File: src/hdl/kscan_pkg.sv
// ----------------------------------------------------------------------------
// kscan_pkg
// Shared types and constants of the key scanner with autorepeat and queue.
// ----------------------------------------------------------------------------
package kscan_pkg;

    localparam int NUM_KEYS_DEF   = 8;
    localparam int RING_DEPTH_DEF = 16;

    localparam int KEY_LEVEL_W = 8;
    localparam int CODE_W      = 3;
    localparam int CNT_W       = 8;
    localparam int CFG_IDX_W   = 2;
    localparam int CFG_DATA_W  = 8;

    // reset values of the timing registers
    localparam logic [CNT_W-1:0] RST_FIRST_DELAY   = 8'd25;
    localparam logic [CNT_W-1:0] RST_REPEAT_INTVL  = 8'd5;
    localparam logic [CNT_W-1:0] RST_RELEASE_DELAY = 8'd5;

    // operation codes
    localparam logic [1:0] OP_SCAN  = 2'd0;
    localparam logic [1:0] OP_GET   = 2'd1;
    localparam logic [1:0] OP_FLUSH = 2'd2;
    localparam logic [1:0] OP_UNGET = 2'd3;

    // register indexes
    localparam logic [CFG_IDX_W-1:0] CFG_SCAN_ENABLE   = 2'd0;
    localparam logic [CFG_IDX_W-1:0] CFG_FIRST_DELAY   = 2'd1;
    localparam logic [CFG_IDX_W-1:0] CFG_REPEAT_INTVL  = 2'd2;
    localparam logic [CFG_IDX_W-1:0] CFG_RELEASE_DELAY = 2'd3;

    typedef struct packed {
        logic [1:0]             op;
        logic [KEY_LEVEL_W-1:0] key_levels;
        logic [CODE_W-1:0]      pushback_code;
    } in_t;

    typedef struct packed {
        logic              key_valid;
        logic [CODE_W-1:0] key_code;
        logic              none_pressed;
    } out_t;

    // ring commands from the sequencer
    typedef struct packed {
        logic push;
        logic pop;
        logic flush;
    } ring_ctl_t;

endpackage

File: src/hdl/kscan_key_unit.sv
// ----------------------------------------------------------------------------
// kscan_key_unit
// Shared per-key update: press and release counters of the key being visited.
// ----------------------------------------------------------------------------
module kscan_key_unit (
    input  logic                        pressed,
    input  logic [kscan_pkg::CNT_W-1:0] press_cnt,
    input  logic [kscan_pkg::CNT_W-1:0] release_cnt,
    input  logic [kscan_pkg::CNT_W-1:0] first_delay,
    input  logic [kscan_pkg::CNT_W-1:0] repeat_intvl,
    input  logic [kscan_pkg::CNT_W-1:0] release_delay,
    output logic [kscan_pkg::CNT_W-1:0] press_cnt_new,
    output logic [kscan_pkg::CNT_W-1:0] release_cnt_new,
    output logic                        queue
);
    import kscan_pkg::*;

    logic [CNT_W-1:0] press_dec;
    logic [CNT_W-1:0] release_dec;

    assign press_dec   = press_cnt - 1'b1;
    assign release_dec = release_cnt - 1'b1;

    always_comb
    begin
        press_cnt_new   = press_cnt;
        release_cnt_new = release_cnt;
        queue           = 1'b0;
        if (pressed)
        begin
            release_cnt_new = release_delay;
            if (press_cnt == '0)
            begin
                press_cnt_new = first_delay;
                queue         = 1'b1;
            end
            else if (press_dec == '0)
            begin
                press_cnt_new = repeat_intvl;
                queue         = 1'b1;
            end
            else
            begin
                press_cnt_new = press_dec;
            end
        end
        else if (release_cnt != '0)
        begin
            release_cnt_new = release_dec;
            // key counts as released once the release count runs out
            if (release_dec == '0)
            begin
                press_cnt_new = '0;
            end
        end
    end

endmodule

File: src/hdl/kscan_ring.sv
// ----------------------------------------------------------------------------
// kscan_ring
// Event queue: ring memory with write and read pointers, one slot kept free.
// ----------------------------------------------------------------------------
module kscan_ring #(
    parameter int RING_DEPTH = kscan_pkg::RING_DEPTH_DEF
) (
    input  logic                         clk,
    input  logic                         rst_n,
    input  kscan_pkg::ring_ctl_t         ctl,
    input  logic [kscan_pkg::CODE_W-1:0] wr_code,
    output logic [kscan_pkg::CODE_W-1:0] rd_code,
    output logic                         empty
);
    import kscan_pkg::*;

    localparam int PTR_W = (RING_DEPTH > 1) ? $clog2(RING_DEPTH) : 1;

    logic [CODE_W-1:0] mem [RING_DEPTH];
    logic [PTR_W-1:0]  wr_ptr_reg, wr_ptr_next;
    logic [PTR_W-1:0]  rd_ptr_reg, rd_ptr_next;
    logic [CODE_W-1:0] rd_code_reg;
    logic [PTR_W-1:0]  wr_ptr_inc;
    logic [PTR_W-1:0]  rd_ptr_inc;
    logic              do_write;

    assign wr_ptr_inc = (wr_ptr_reg == PTR_W'(RING_DEPTH - 1)) ? '0 : wr_ptr_reg + 1'b1;
    assign rd_ptr_inc = (rd_ptr_reg == PTR_W'(RING_DEPTH - 1)) ? '0 : rd_ptr_reg + 1'b1;

    // drop the write when the ring is full
    assign do_write = ctl.push && (wr_ptr_inc != rd_ptr_reg);
    assign empty    = (rd_ptr_reg == wr_ptr_reg);
    assign rd_code  = rd_code_reg;

    always_comb
    begin
        wr_ptr_next = wr_ptr_reg;
        rd_ptr_next = rd_ptr_reg;
        if (do_write)
        begin
            wr_ptr_next = wr_ptr_inc;
        end
        if (ctl.flush)
        begin
            rd_ptr_next = wr_ptr_reg;
        end
        else if (ctl.pop)
        begin
            rd_ptr_next = rd_ptr_inc;
        end
    end

    always_ff @(posedge clk or negedge rst_n)
    begin
        if (!rst_n)
        begin
            wr_ptr_reg <= '0;
            rd_ptr_reg <= '0;
        end
        else
        begin
            wr_ptr_reg <= wr_ptr_next;
            rd_ptr_reg <= rd_ptr_next;
        end
    end

    always_ff @(posedge clk)
    begin
        if (do_write)
        begin
            mem[wr_ptr_reg] <= wr_code;
        end
        rd_code_reg <= mem[rd_ptr_reg];
    end

endmodule

File: src/hdl/key_scanner_autorepeat_fifo.sv
// ----------------------------------------------------------------------------
// key_scanner_autorepeat_fifo
// Key scanner with autorepeat, event ring, push-back key and flush.
// ----------------------------------------------------------------------------
// Usage:
//   in_*  : one beat per operation (scan tick, get, flush, push back).
//   out_* : one result beat per operation: key_valid/key_code for a get
//           (zero otherwise) and none_pressed after the operation.
//   cfg_* : single-cycle register writes (scan enable and the three delays);
//           write only while no operation is in flight.
// Sequencing:
//   One operation at a time; in_ready is high only while the sequencer idles.
//   An enabled scan tick visits one key per cycle through the shared key
//   unit, then ST_FINISH loads its result. A get passes ST_GET and, when it
//   pops the ring, ST_GET_DATA (registered ring read); a get served by the
//   push-back key or finding the ring empty goes from ST_GET to ST_FINISH.
//   A flush, a push back or a disabled scan tick goes straight to ST_FINISH.
//   in_ready returns as the result is loaded into the output register.
// Reset:
//   Counters, pointers, push-back key and scan enable clear; the delays load
//   their defaults. Ring contents stay undefined until written.
// Stall:
//   The result sits in an output register; when out_ready is low the next
//   operation is still taken and its result waits until the register frees.
// ----------------------------------------------------------------------------
module key_scanner_autorepeat_fifo #(
    parameter int NUM_KEYS   = kscan_pkg::NUM_KEYS_DEF,
    parameter int RING_DEPTH = kscan_pkg::RING_DEPTH_DEF
) (
    input  logic                             clk,
    input  logic                             rst_n,
    input  logic                             in_valid,
    output logic                             in_ready,
    input  kscan_pkg::in_t                   in_data,
    output logic                             out_valid,
    input  logic                             out_ready,
    output kscan_pkg::out_t                  out_data,
    input  logic                             cfg_we,
    input  logic [kscan_pkg::CFG_IDX_W-1:0]  cfg_index,
    input  logic [kscan_pkg::CFG_DATA_W-1:0] cfg_data
);
    import kscan_pkg::*;

    localparam int KEY_W = (NUM_KEYS > 1) ? $clog2(NUM_KEYS) : 1;

    typedef enum logic [2:0] {
        ST_IDLE,
        ST_SCAN,
        ST_GET,
        ST_GET_DATA,
        ST_FINISH
    } state_t;

    state_t                 state_reg, state_next;
    logic [KEY_W-1:0]       key_idx_reg, key_idx_next;
    logic [KEY_LEVEL_W-1:0] levels_reg, levels_next;
    logic                   res_valid_reg, res_valid_next;
    logic [CODE_W-1:0]      res_code_reg, res_code_next;
    logic                   pb_valid_reg, pb_valid_next;
    logic [CODE_W-1:0]      pb_key_reg, pb_key_next;
    logic                   out_valid_reg, out_valid_next;
    out_t                   out_data_reg, out_data_next;

    logic                   scan_en_reg;
    logic [CNT_W-1:0]       first_delay_reg;
    logic [CNT_W-1:0]       repeat_intvl_reg;
    logic [CNT_W-1:0]       release_delay_reg;

    logic [CNT_W-1:0]       press_reg   [NUM_KEYS];
    logic [CNT_W-1:0]       press_next  [NUM_KEYS];
    logic [CNT_W-1:0]       release_reg [NUM_KEYS];
    logic [CNT_W-1:0]       release_next[NUM_KEYS];
    logic [NUM_KEYS-1:0]    held_reg, held_next;

    logic                   key_pressed;
    logic [CNT_W-1:0]       press_new;
    logic [CNT_W-1:0]       release_new;
    logic                   key_queue;
    ring_ctl_t              ring_ctl;
    logic [CODE_W-1:0]      ring_rd_code;
    logic                   ring_empty;

    assign in_ready  = (state_reg == ST_IDLE);
    assign out_valid = out_valid_reg;
    assign out_data  = out_data_reg;

    // keys beyond the level bits read as released
    assign key_pressed = (int'(key_idx_reg) < KEY_LEVEL_W)
                         && !levels_reg[3'(key_idx_reg)];

    kscan_key_unit u_key_unit (
        .pressed         (key_pressed),
        .press_cnt       (press_reg[key_idx_reg]),
        .release_cnt     (release_reg[key_idx_reg]),
        .first_delay     (first_delay_reg),
        .repeat_intvl    (repeat_intvl_reg),
        .release_delay   (release_delay_reg),
        .press_cnt_new   (press_new),
        .release_cnt_new (release_new),
        .queue           (key_queue)
    );

    kscan_ring #(
        .RING_DEPTH (RING_DEPTH)
    ) u_ring (
        .clk     (clk),
        .rst_n   (rst_n),
        .ctl     (ring_ctl),
        .wr_code (CODE_W'(key_idx_reg)),
        .rd_code (ring_rd_code),
        .empty   (ring_empty)
    );

    always_comb
    begin
        state_next     = state_reg;
        key_idx_next   = key_idx_reg;
        levels_next    = levels_reg;
        res_valid_next = res_valid_reg;
        res_code_next  = res_code_reg;
        pb_valid_next  = pb_valid_reg;
        pb_key_next    = pb_key_reg;
        out_valid_next = out_valid_reg && !out_ready;
        out_data_next  = out_data_reg;
        press_next     = press_reg;
        release_next   = release_reg;
        held_next      = held_reg;
        ring_ctl       = '0;

        case (state_reg)
            ST_IDLE:
            begin
                res_valid_next = 1'b0;
                res_code_next  = '0;
                if (in_valid)
                begin
                    levels_next = in_data.key_levels;
                    case (in_data.op)
                        OP_SCAN:
                        begin
                            key_idx_next = '0;
                            state_next   = scan_en_reg ? ST_SCAN : ST_FINISH;
                        end
                        OP_GET:
                        begin
                            state_next = ST_GET;
                        end
                        OP_FLUSH:
                        begin
                            ring_ctl.flush = 1'b1;
                            pb_valid_next  = 1'b0;
                            state_next     = ST_FINISH;
                        end
                        OP_UNGET:
                        begin
                            pb_valid_next = 1'b1;
                            pb_key_next   = in_data.pushback_code;
                            state_next    = ST_FINISH;
                        end
                        default:
                        begin
                            state_next = ST_FINISH;
                        end
                    endcase
                end
            end
            ST_SCAN:
            begin
                press_next[key_idx_reg]   = press_new;
                release_next[key_idx_reg] = release_new;
                held_next[key_idx_reg]    = (press_new != '0);
                ring_ctl.push             = key_queue;
                if (key_idx_reg == KEY_W'(NUM_KEYS - 1))
                begin
                    state_next = ST_FINISH;
                end
                else
                begin
                    key_idx_next = key_idx_reg + 1'b1;
                end
            end
            ST_GET:
            begin
                if (pb_valid_reg)
                begin
                    res_valid_next = 1'b1;
                    res_code_next  = pb_key_reg;
                    pb_valid_next  = 1'b0;
                    state_next     = ST_FINISH;
                end
                else if (!ring_empty)
                begin
                    // wait in ST_GET_DATA for the registered ring read
                    state_next = ST_GET_DATA;
                end
                else
                begin
                    state_next = ST_FINISH;
                end
            end
            ST_GET_DATA:
            begin
                res_valid_next = 1'b1;
                res_code_next  = ring_rd_code;
                ring_ctl.pop   = 1'b1;
                state_next     = ST_FINISH;
            end
            ST_FINISH:
            begin
                // hold the result until the output register frees
                if (!out_valid_reg || out_ready)
                begin
                    out_valid_next              = 1'b1;
                    out_data_next.key_valid     = res_valid_reg;
                    out_data_next.key_code      = res_code_reg;
                    out_data_next.none_pressed  = ~|held_reg;
                    state_next                  = ST_IDLE;
                end
            end
            default:
            begin
                state_next = ST_IDLE;
            end
        endcase
    end

    always_ff @(posedge clk or negedge rst_n)
    begin
        if (!rst_n)
        begin
            state_reg     <= ST_IDLE;
            key_idx_reg   <= '0;
            levels_reg    <= '0;
            res_valid_reg <= 1'b0;
            res_code_reg  <= '0;
            pb_valid_reg  <= 1'b0;
            pb_key_reg    <= '0;
            out_valid_reg <= 1'b0;
            out_data_reg  <= '0;
            held_reg      <= '0;
            for (int i = 0; i < NUM_KEYS; i++)
            begin
                press_reg[i]   <= '0;
                release_reg[i] <= '0;
            end
        end
        else
        begin
            state_reg     <= state_next;
            key_idx_reg   <= key_idx_next;
            levels_reg    <= levels_next;
            res_valid_reg <= res_valid_next;
            res_code_reg  <= res_code_next;
            pb_valid_reg  <= pb_valid_next;
            pb_key_reg    <= pb_key_next;
            out_valid_reg <= out_valid_next;
            out_data_reg  <= out_data_next;
            held_reg      <= held_next;
            press_reg     <= press_next;
            release_reg   <= release_next;
        end
    end

    // configuration registers
    always_ff @(posedge clk or negedge rst_n)
    begin
        if (!rst_n)
        begin
            scan_en_reg       <= 1'b0;
            first_delay_reg   <= RST_FIRST_DELAY;
            repeat_intvl_reg  <= RST_REPEAT_INTVL;
            release_delay_reg <= RST_RELEASE_DELAY;
        end
        else if (cfg_we)
        begin
            case (cfg_index)
                CFG_SCAN_ENABLE:   scan_en_reg       <= cfg_data[0];
                CFG_FIRST_DELAY:   first_delay_reg   <= cfg_data;
                CFG_REPEAT_INTVL:  repeat_intvl_reg  <= cfg_data;
                CFG_RELEASE_DELAY: release_delay_reg <= cfg_data;
                default:           scan_en_reg       <= scan_en_reg;
            endcase
        end
    end

endmodule

File: config.mk
export PLATFORM = sky130hd
export DESIGN_NAME = key_scanner_autorepeat_fifo
export DESIGN_NICKNAME = d
export VERILOG_FILES = /design/src/hdl/kscan_pkg.sv /design/src/hdl/kscan_key_unit.sv /design/src/hdl/kscan_ring.sv /design/src/hdl/key_scanner_autorepeat_fifo.sv
export SDC_FILE = /design/constraint.sdc
export NUM_CORES = 1
export LEC_CHECK = 0
export BUFFER_PORTS_ARGS = -buffer_cell sky130_fd_sc_hd__buf_4
export CAP_MARGIN = 25
export CORE_MARGIN = 2
export CORE_UTILIZATION = 50
export CTS_CLUSTER_DIAMETER = 150
export CTS_CLUSTER_SIZE = 8
export DETAILED_ROUTE_END_ITERATION = 16
export PLACE_DENSITY_LB_ADDON = 0.2
export SLEW_MARGIN = 20
export SYNTH_ARGS = -nofsm -noshare
export SYNTH_HDL_FRONTEND = slang
export SYNTH_HIERARCHICAL = 1
export SYNTH_SLANG_ARGS = --single-unit
File: constraint.sdc
create_clock -name clk -period 9.2 [get_ports clk]
set_input_delay 0.92 -clock clk [delete_from_list [all_inputs] [get_ports clk]]
set_output_delay 0.92 -clock clk [all_outputs]
set_load 0.02 [all_outputs]
==> impl_metrics.ini, run 1 <==
[worst_setup_path]
r2r_startpoint = key_idx_reg[0]$_DFFE_PN0P_
worstSetupStartpoint = key_idx_reg[0]$_DFFE_PN0P_
worstSetupEndpointType = register
r2r.worst_path.cells = 15
worstSetupStartpointType = register
reg2reg_slack_ns = 3.34
r2r-end = held_reg[3]$_DFFE_PN0P_
worstPathArrival_ns = 6.24
critical_path_peak_fanout = 42
worst_ep_required_time_ns = 9.58
path_class = register to register

[power]
vdd_drop_max_mv = 0.177
power.density_nw_per_um2 = 356
p_leak_uw = 0.00582

[flow_run]
maxCapViolations = 0

[run_status]
run_status = finished, final reports clean

[clock_tree]
clock_insertion_delay_at_the_later_pin_of_the_skew_report_ns = 0.51
cts_htree_levels = 2
tritoncts_num_sinks = 248
clk_pin_slew_worst_paths_ns = 0.05
clockBufferDepth = 3
cts-buffers-inserted = 36
cts.root.buffer_cell = sky130_fd_sc_hd__clkbuf_16
tritoncts = built
ctsHoldBuffers = 0
ctsResizeCount = 0
postCtsSetupRepairBufs = 0

[yosys]
syn_inst = 808
compound_gate_fraction_of_synth_area_pct = 3.73
ys_seq_elements = 248
dominant_combinational_cell_family_by_area_after_synthesis = multiplexers
seq_total_area_yosys_pct = 54.3
netlist-cell-type-count = 67
ys.warnings.count = 6
synth_async_sr_flop_share_pct = 79.4
ys_dominant_reg_cell = sky130_fd_sc_hd__dfrtp_1
post_synthesis_simple_gate_area_fraction_pct = 7.42
post_synth.cell_area_avg_um2 = 14.7
post_synth_xor_area_fraction_pct = 1.77
synthMuxAreaShare_pct = 28.9
adder_and_majority_gate_portion_of_the_synthesized_area_pct = 1.37
synth_edf_count = 48
synth.cell_area_um2 = 11900
syn_nets = 849

[placed_design]
dpl.hpwl_um = 16700
dpl.cell_count = 1126
buffer_ports.inserted = 34
gpl.final_weighted_congestion = 0.845
post_dp_cell_area_um2 = 12300

[timing]
skew_ns = 0.0151
setup_viol = 0
finalCritPeriodShare_pct = 63.7
max_clock_freq_mhz = 171
slew_headroom_pct = 30.2
finalCriticalPeriod_ns = 5.86
setup-tns-final_ns = 0
tightest_slew_ns = 1.04
drv_slew = 0
finalHoldViolations = 0
grt_setup_unrepaired = no

[worst_hold_path]
hp-class = primary input to async pin

[global_route]
grt_util_all_layers_pct = 22.2
grt_max_degree = 138
antenna_found_initial = 0
grt_overflow_total = 0
grt_pass1_vias = 7596
grt_first_pass_wirelength_um = 42400

[floorplanning]
chipHeight_um = 158
ios = 35
initial_utilization_pct = 50.7
die_width_um = 158
fp.dieArea_um2 = 25000
core-area_um2 = 23400
site_rows = 56

[detailed_routing]
drc_errors = 0
final_antenna_net_count = 0
drtIter0Drc = 516
detailedRoute.firstPassIterationCount = 5
route.vias.total = 7105
vias_per_cell = 6.01
wl_per_cell_um = 22.6
finalWirelength_um = 26800

[final_layout]
final_area_um2 = 13400
area_growth_pct = 12.7
nNetsFinal = 889
final_standard_cell_count_with_taps_included_and_fillers_excluded = 1182
n_antenna_cell = 0
drive_above_1_share_pct = 42.2
## per-layer routing
metal | share of wire [%] | routed length, µm | global-route usage [%] | up-vias
met5 | 0 | 0 | 0 | -
met4 | 1.9 | 507 | 6.95 | 0
met3 | 4.1 | 1110 | 4.05 | 45
met2 | 49 | 13200 | 36.5 | 191
met1 | 45 | 11900 | 30.2 | 3756
li1 | - | - | - | 3113
## placed cells by master (no fill, tap or decap), types with 5 or more instances in the layout
cell type	synthesis	layout
sky130_fd_sc_hd__a21oi_1	7	7
sky130_fd_sc_hd__and3_1	19	19
sky130_fd_sc_hd__buf_4	9	40
sky130_fd_sc_hd__clkbuf_1	9	14
sky130_fd_sc_hd__clkbuf_16	0	37
sky130_fd_sc_hd__dfrtp_1	190	188
sky130_fd_sc_hd__dfstp_2	7	7
sky130_fd_sc_hd__edfxtp_1	48	48
sky130_fd_sc_hd__ha_1	13	13
sky130_fd_sc_hd__inv_1	13	13
sky130_fd_sc_hd__mux2_2	195	195
sky130_fd_sc_hd__mux2i_1	6	5
sky130_fd_sc_hd__mux4_2	49	49
sky130_fd_sc_hd__nand2_1	34	34
sky130_fd_sc_hd__nand2_2	6	6
sky130_fd_sc_hd__nand2b_1	5	5
sky130_fd_sc_hd__nand3_1	7	7
sky130_fd_sc_hd__nand3b_1	5	5
sky130_fd_sc_hd__nor2_1	19	19
sky130_fd_sc_hd__nor2b_1	5	5
sky130_fd_sc_hd__nor3_1	6	5
sky130_fd_sc_hd__nor3b_1	7	7
sky130_fd_sc_hd__nor4_1	6	6
sky130_fd_sc_hd__o21ai_0	28	28
sky130_fd_sc_hd__o31ai_1	5	5
sky130_fd_sc_hd__xnor2_1	10	10
sky130_fd_sc_hd__xor2_1	14	14
## final cells by class
cell class                 instances  area [µm²]
fill                            1858       10000
sequential                       248        6440
multi-input combinational        505        5130
clock buffer                      51         978
tap                              319         399
timing repair buffer              44         353
inverter                          13        48.8
clock inverter                     2        17.5
## where the power goes
part | switching [µW] | leakage (µW) | internal [µW]
clock network | 445 | 0.000482 | 728
registers | 246 | 0.00305 | 1440
logic | 1060 | 0.00229 | 839
total | 1750 | 0.00582 | 3000
## synth_stat cells, types with 3 or more instances
| library cell | count | area (µm²) |
|---|---|---|
| sky130_fd_sc_hd__ha_1 | 13 | 163 |
| sky130_fd_sc_hd__a211oi_1 | 3 | 22.5 |
| sky130_fd_sc_hd__a21oi_1 | 7 | 35.0 |
| sky130_fd_sc_hd__a31oi_1 | 4 | 25.0 |
| sky130_fd_sc_hd__a22oi_1 | 3 | 22.5 |
| sky130_fd_sc_hd__mux4_2 | 49 | 1100 |
| sky130_fd_sc_hd__mux2_1 | 3 | 33.8 |
| sky130_fd_sc_hd__buf_4 | 9 | 67.6 |
| sky130_fd_sc_hd__nor2_1 | 19 | 71.3 |
| sky130_fd_sc_hd__dfxtp_1 | 3 | 60.1 |
| sky130_fd_sc_hd__o21ai_0 | 28 | 140 |
| sky130_fd_sc_hd__nor4_1 | 6 | 37.5 |
| sky130_fd_sc_hd__nand2_1 | 34 | 128 |
| sky130_fd_sc_hd__o31ai_1 | 5 | 37.5 |
| sky130_fd_sc_hd__nor3_1 | 6 | 30.0 |
| sky130_fd_sc_hd__nand3_1 | 7 | 35.0 |
| sky130_fd_sc_hd__inv_1 | 13 | 48.8 |
| sky130_fd_sc_hd__buf_1 | 3 | 11.3 |
| sky130_fd_sc_hd__xnor2_1 | 10 | 87.6 |
| sky130_fd_sc_hd__and3_1 | 19 | 119 |
| sky130_fd_sc_hd__buf_2 | 15 | 75.1 |
| sky130_fd_sc_hd__a311oi_1 | 4 | 35.0 |
| sky130_fd_sc_hd__o22ai_1 | 3 | 18.8 |
| sky130_fd_sc_hd__nand2b_1 | 5 | 31.3 |
| sky130_fd_sc_hd__xor2_1 | 14 | 123 |
| sky130_fd_sc_hd__mux2i_1 | 6 | 60.1 |
| sky130_fd_sc_hd__mux2_2 | 195 | 2200 |
| sky130_fd_sc_hd__nand2_2 | 6 | 37.5 |
| sky130_fd_sc_hd__nor3b_1 | 7 | 52.6 |
| sky130_fd_sc_hd__nor2b_1 | 5 | 31.3 |
| sky130_fd_sc_hd__nand3b_1 | 5 | 37.5 |
| sky130_fd_sc_hd__buf_6 | 5 | 56.3 |
| sky130_fd_sc_hd__dfrtp_1 | 190 | 4750 |
| sky130_fd_sc_hd__edfxtp_1 | 48 | 1440 |
| sky130_fd_sc_hd__dfstp_2 | 7 | 184 |
| sky130_fd_sc_hd__clkbuf_1 | 9 | 33.8 |
| sky130_fd_sc_hd__and3_2 | 3 | 22.5 |
## cell families after synthesis
kind of cell | Yosys count
compound gates | 68
xor+xnor | 24
fa+ha+maj | 13
buf+inv | 55
flops | 248
mux | 255
simple gates | 145
## worst max path at each step
stage / to / cells past startpoint
6_report: held_reg[3]$_DFFE_PN0P_ / 15
5_1_grt: held_reg[3]$_DFFE_PN0P_ / 15
4_1_cts: held_reg[3]$_DFFE_PN0P_ / 14
3_5_place_dp: held_reg[3]$_DFFE_PN0P_ / 14
3_3_place_gp: held_reg[7]$_DFFE_PN0P_ / 14
2_1_floorplan: held_reg[3]$_DFFE_PN0P_ / 15
## critical path, stage by stage (launching register included)
cell,delay [ns]
sky130_fd_sc_hd__dfrtp_2,0.68
sky130_fd_sc_hd__buf_4,0.65
sky130_fd_sc_hd__mux4_2,0.59
sky130_fd_sc_hd__mux2_2,0.29
sky130_fd_sc_hd__inv_1,0.10
sky130_fd_sc_hd__ha_1,0.27
sky130_fd_sc_hd__nor3b_1,0.46
sky130_fd_sc_hd__nand2_1,0.15
sky130_fd_sc_hd__xnor2_1,0.15
sky130_fd_sc_hd__nor3_2,0.61
sky130_fd_sc_hd__nor4b_1,0.31
sky130_fd_sc_hd__o31ai_1,0.17
sky130_fd_sc_hd__clkbuf_2,0.20
sky130_fd_sc_hd__nor4_1,0.41
sky130_fd_sc_hd__nand2_1,0.28
sky130_fd_sc_hd__mux2_2,0.35
## through the flow
step | worst slack, ns | power, µW | util [%] | hold WS (ns)
final | 3.34 | 4760 | 57.1 | 0.357
after global routing | 2.86 | 5040 | 57.1 | 0.395
after global placement | 3.35 | 3460 | 52.7 | 0.463
after CTS | 3.01 | 4750 | 56.9 | 0.491
after detailed placement | 3.06 | 3550 | 52.7 | 0.481
after floorplan | 4.92 | 3050 | - | 0.453
(Power assumes the default switching activity.)
==> run 2: changes to the inputs <==
==> constraint.sdc (replaced) <==
create_clock -name clk -period 5.9 [get_ports clk]
set_input_delay 0.59 -clock clk [delete_from_list [all_inputs] [get_ports clk]]
set_output_delay 0.59 -clock clk [all_outputs]
set_load 0.02 [all_outputs]
==> run 2 against run 1 <==
Critical path depth down 1. Power up 58%. Setup slack worse by 2.4 ns. Non-clock buffer count up 6. Hold slack worse by 0.35 ns. Cell count up 1.1%. Clock-buffer cell count up 7. Flip-flop and latch count unchanged. First-iteration DRC count up 1.4%. Wire length up 1.3%. Critical endpoint is now held_reg[6]$_DFFE_PN0P_. Largest cell class unchanged.
==> impl_metrics.ini, run 2 (synthesized netlist as in run 1, its figures left out) <==
[final_layout]
layout_commonest_cell = sky130_fd_sc_hd__mux2_2
drive_above_1_share_pct = 42.2
most_used_cells_in_the_layout_excluding_fill_and_tap_cells = sky130_fd_sc_hd__mux2_2 (195), sky130_fd_sc_hd__dfrtp_1 (187), sky130_fd_sc_hd__mux4_2 (49)
final_standard_cell_count_with_taps_included_and_fillers_excluded = 1195
n_antenna_cell = 0
finalCoreUtilization_pct = 57.3
nNetsFinal = 895
area_growth_pct = 13.1

[timing]
max_clock_freq_mhz = 201
slew_headroom_pct = 31.3
setup_viol = 0
tightest_slew_ns = 1.02
setup-tns-final_ns = 0
whs_ns = 0.00947
finalCritPeriodShare_pct = 84.2
finalCriticalPeriod_ns = 4.97
skew_ns = 0.0211
grt_setup_unrepaired = no
finalHoldViolations = 0
drv_slew = 0
setup_ws_ns = 0.935

[placed_design]
buffer_ports.inserted = 34
dpl.cell_count = 1128
dp_worst_setup_slack_ns = 0.940
gpl.final_weighted_congestion = 0.904
dpl.hpwl_um = 17200

[power]
power.internal_uw = 4710
power.combinational.fraction_pct = 40.1
power.net_switching_uw = 2780
p_leak_uw = 0.00585
power.clock.fraction_pct = 24.7
power.density_nw_per_um2 = 559
vdd_drop_max_mv = 0.294
swShare_pct = 37.1
share_seq_of_total_power_pct = 35.3

[clock_tree]
cts.root.buffer_cell = sky130_fd_sc_hd__clkbuf_16
cts-buffers-inserted = 36
ctsResizeCount = 0
cts_htree_levels = 2
tritoncts_num_sinks = 248
clock_insertion_delay_at_the_later_pin_of_the_skew_report_ns = 0.51
postCtsSetupRepairBufs = 0
tritoncts = built
ctsHoldBuffers = 0
clockBufferDepth = 3
clk_pin_slew_worst_paths_ns = 0.05

[global_route]
grt_pass1_vias = 7490
antenna_found_initial = 0
grt_max_degree = 126
grt_first_pass_wirelength_um = 42200
grt_util_all_layers_pct = 22.2
grt_overflow_total = 0

[floorplanning]
initial_utilization_pct = 50.7
fp.dieArea_um2 = 25000
die_width_um = 158
chipHeight_um = 158
site_rows = 56
core-area_um2 = 23400
ios = 35

[worst_setup_path]
worstPathArrival_ns = 5.34
cpLargestDelayFamily = simple AND/OR/NAND/NOR gates
path_class = register to register
worstSetupEndpointType = register
reg2reg_slack_ns = 0.93
worst_ep_required_time_ns = 6.28
crit_buf_inv = 2
critical_path.cell_chain = mux4_2 > mux2_2 > inv_1 > ha_1 > nor3b_1 > nand2_1 > xnor2_1 > nor3_1 > buf_4 > a311oi_1 > o21ai_0 > nor4_1 > nand2_1 > mux2_2
critical-path-slowest-cell = sky130_fd_sc_hd__dfrtp_2
maximum_single_stage_delay_on_the_critical_path_ns = 0.93
critical_path_peak_fanout = 25
worstSetupStartpointType = register

[flow_run]
maxCapViolations = 0

[detailed_routing]
finalWirelength_um = 27100
final_antenna_net_count = 0
route.vias.total = 7112
drc_errors = 0
vias_per_cell = 5.95
wl_per_cell_um = 22.7
detailedRoute.firstPassIterationCount = 5
drtIter0Drc = 523

[worst_hold_path]
hp-class = primary input to async pin

[run_status]
run_status = finished, final reports clean
## run 2: stage by stage
step | instance area (µm²) | power, µW
floorplan | 11900 | 4750
global placement | 12300 | 5400
detailed placement | 12300 | 5560
CTS | 13300 | 7440
global route | 13400 | 7930
finish | 13400 | 7500
## run 2: path summary, 6_finish.rpt
| check | start | endpoint | depth (start not counted) |
|---|---|---|---|
| worst max-delay path | key_idx_reg[0]$_DFFE_PN0P_ | held_reg[6]$_DFFE_PN0P_ | 14 |
| worst min-delay path | rst_n | pb_key_reg[0]$_DFFE_PN0P_ | 1 |
| worst max register to register | key_idx_reg[0]$_DFFE_PN0P_ | held_reg[6]$_DFFE_PN0P_ | 14 |
| worst min register to register | release_reg[5]$_DFFE_PN0P_ | release_reg[5]$_DFFE_PN0P_ | 1 |
| max in group asynchronous | rst_n | key_idx_reg[0]$_DFFE_PN0P_ | 3 |
| min in group clk | in_data[0] | pb_key_reg[0]$_DFFE_PN0P_ | 2 |
## run 2: power groups by stage
stage / Combinational [µW] / Clock (µW) / Sequential, µW
6_report: 3000 / 1850 / 2640
3_5_place_dp: 2900 / 0 / 2660
2_1_floorplan: 2300 / 0 / 2460
3_3_place_gp: 2780 / 0 / 2630
5_1_grt: 3280 / 1950 / 2710
4_1_cts: 2920 / 1880 / 2640
## run 2: layout make-up
type | count | area (µm²)
fillers | 1911 | 9990
inverters | 13 | 48.8
clock buffers | 58 | 983
clock inverters | 2 | 25.0
repair buffers | 50 | 387
flip-flops and latches | 248 | 6440
multi-input cells | 505 | 5130
well taps | 319 | 399
## run 2: routing by layer
metal  share of wire, %  vias to the layer above  routed length [µm]  GRT usage (%)
li1                   -                     3121                   -              -
met1                 45                     3745               12100           31.0
met2                 49                      197               13200           36.7
met3                4.9                       49                1320           3.78
met4                1.8                        0                 493           5.19
met5                  0                        -                   0              0
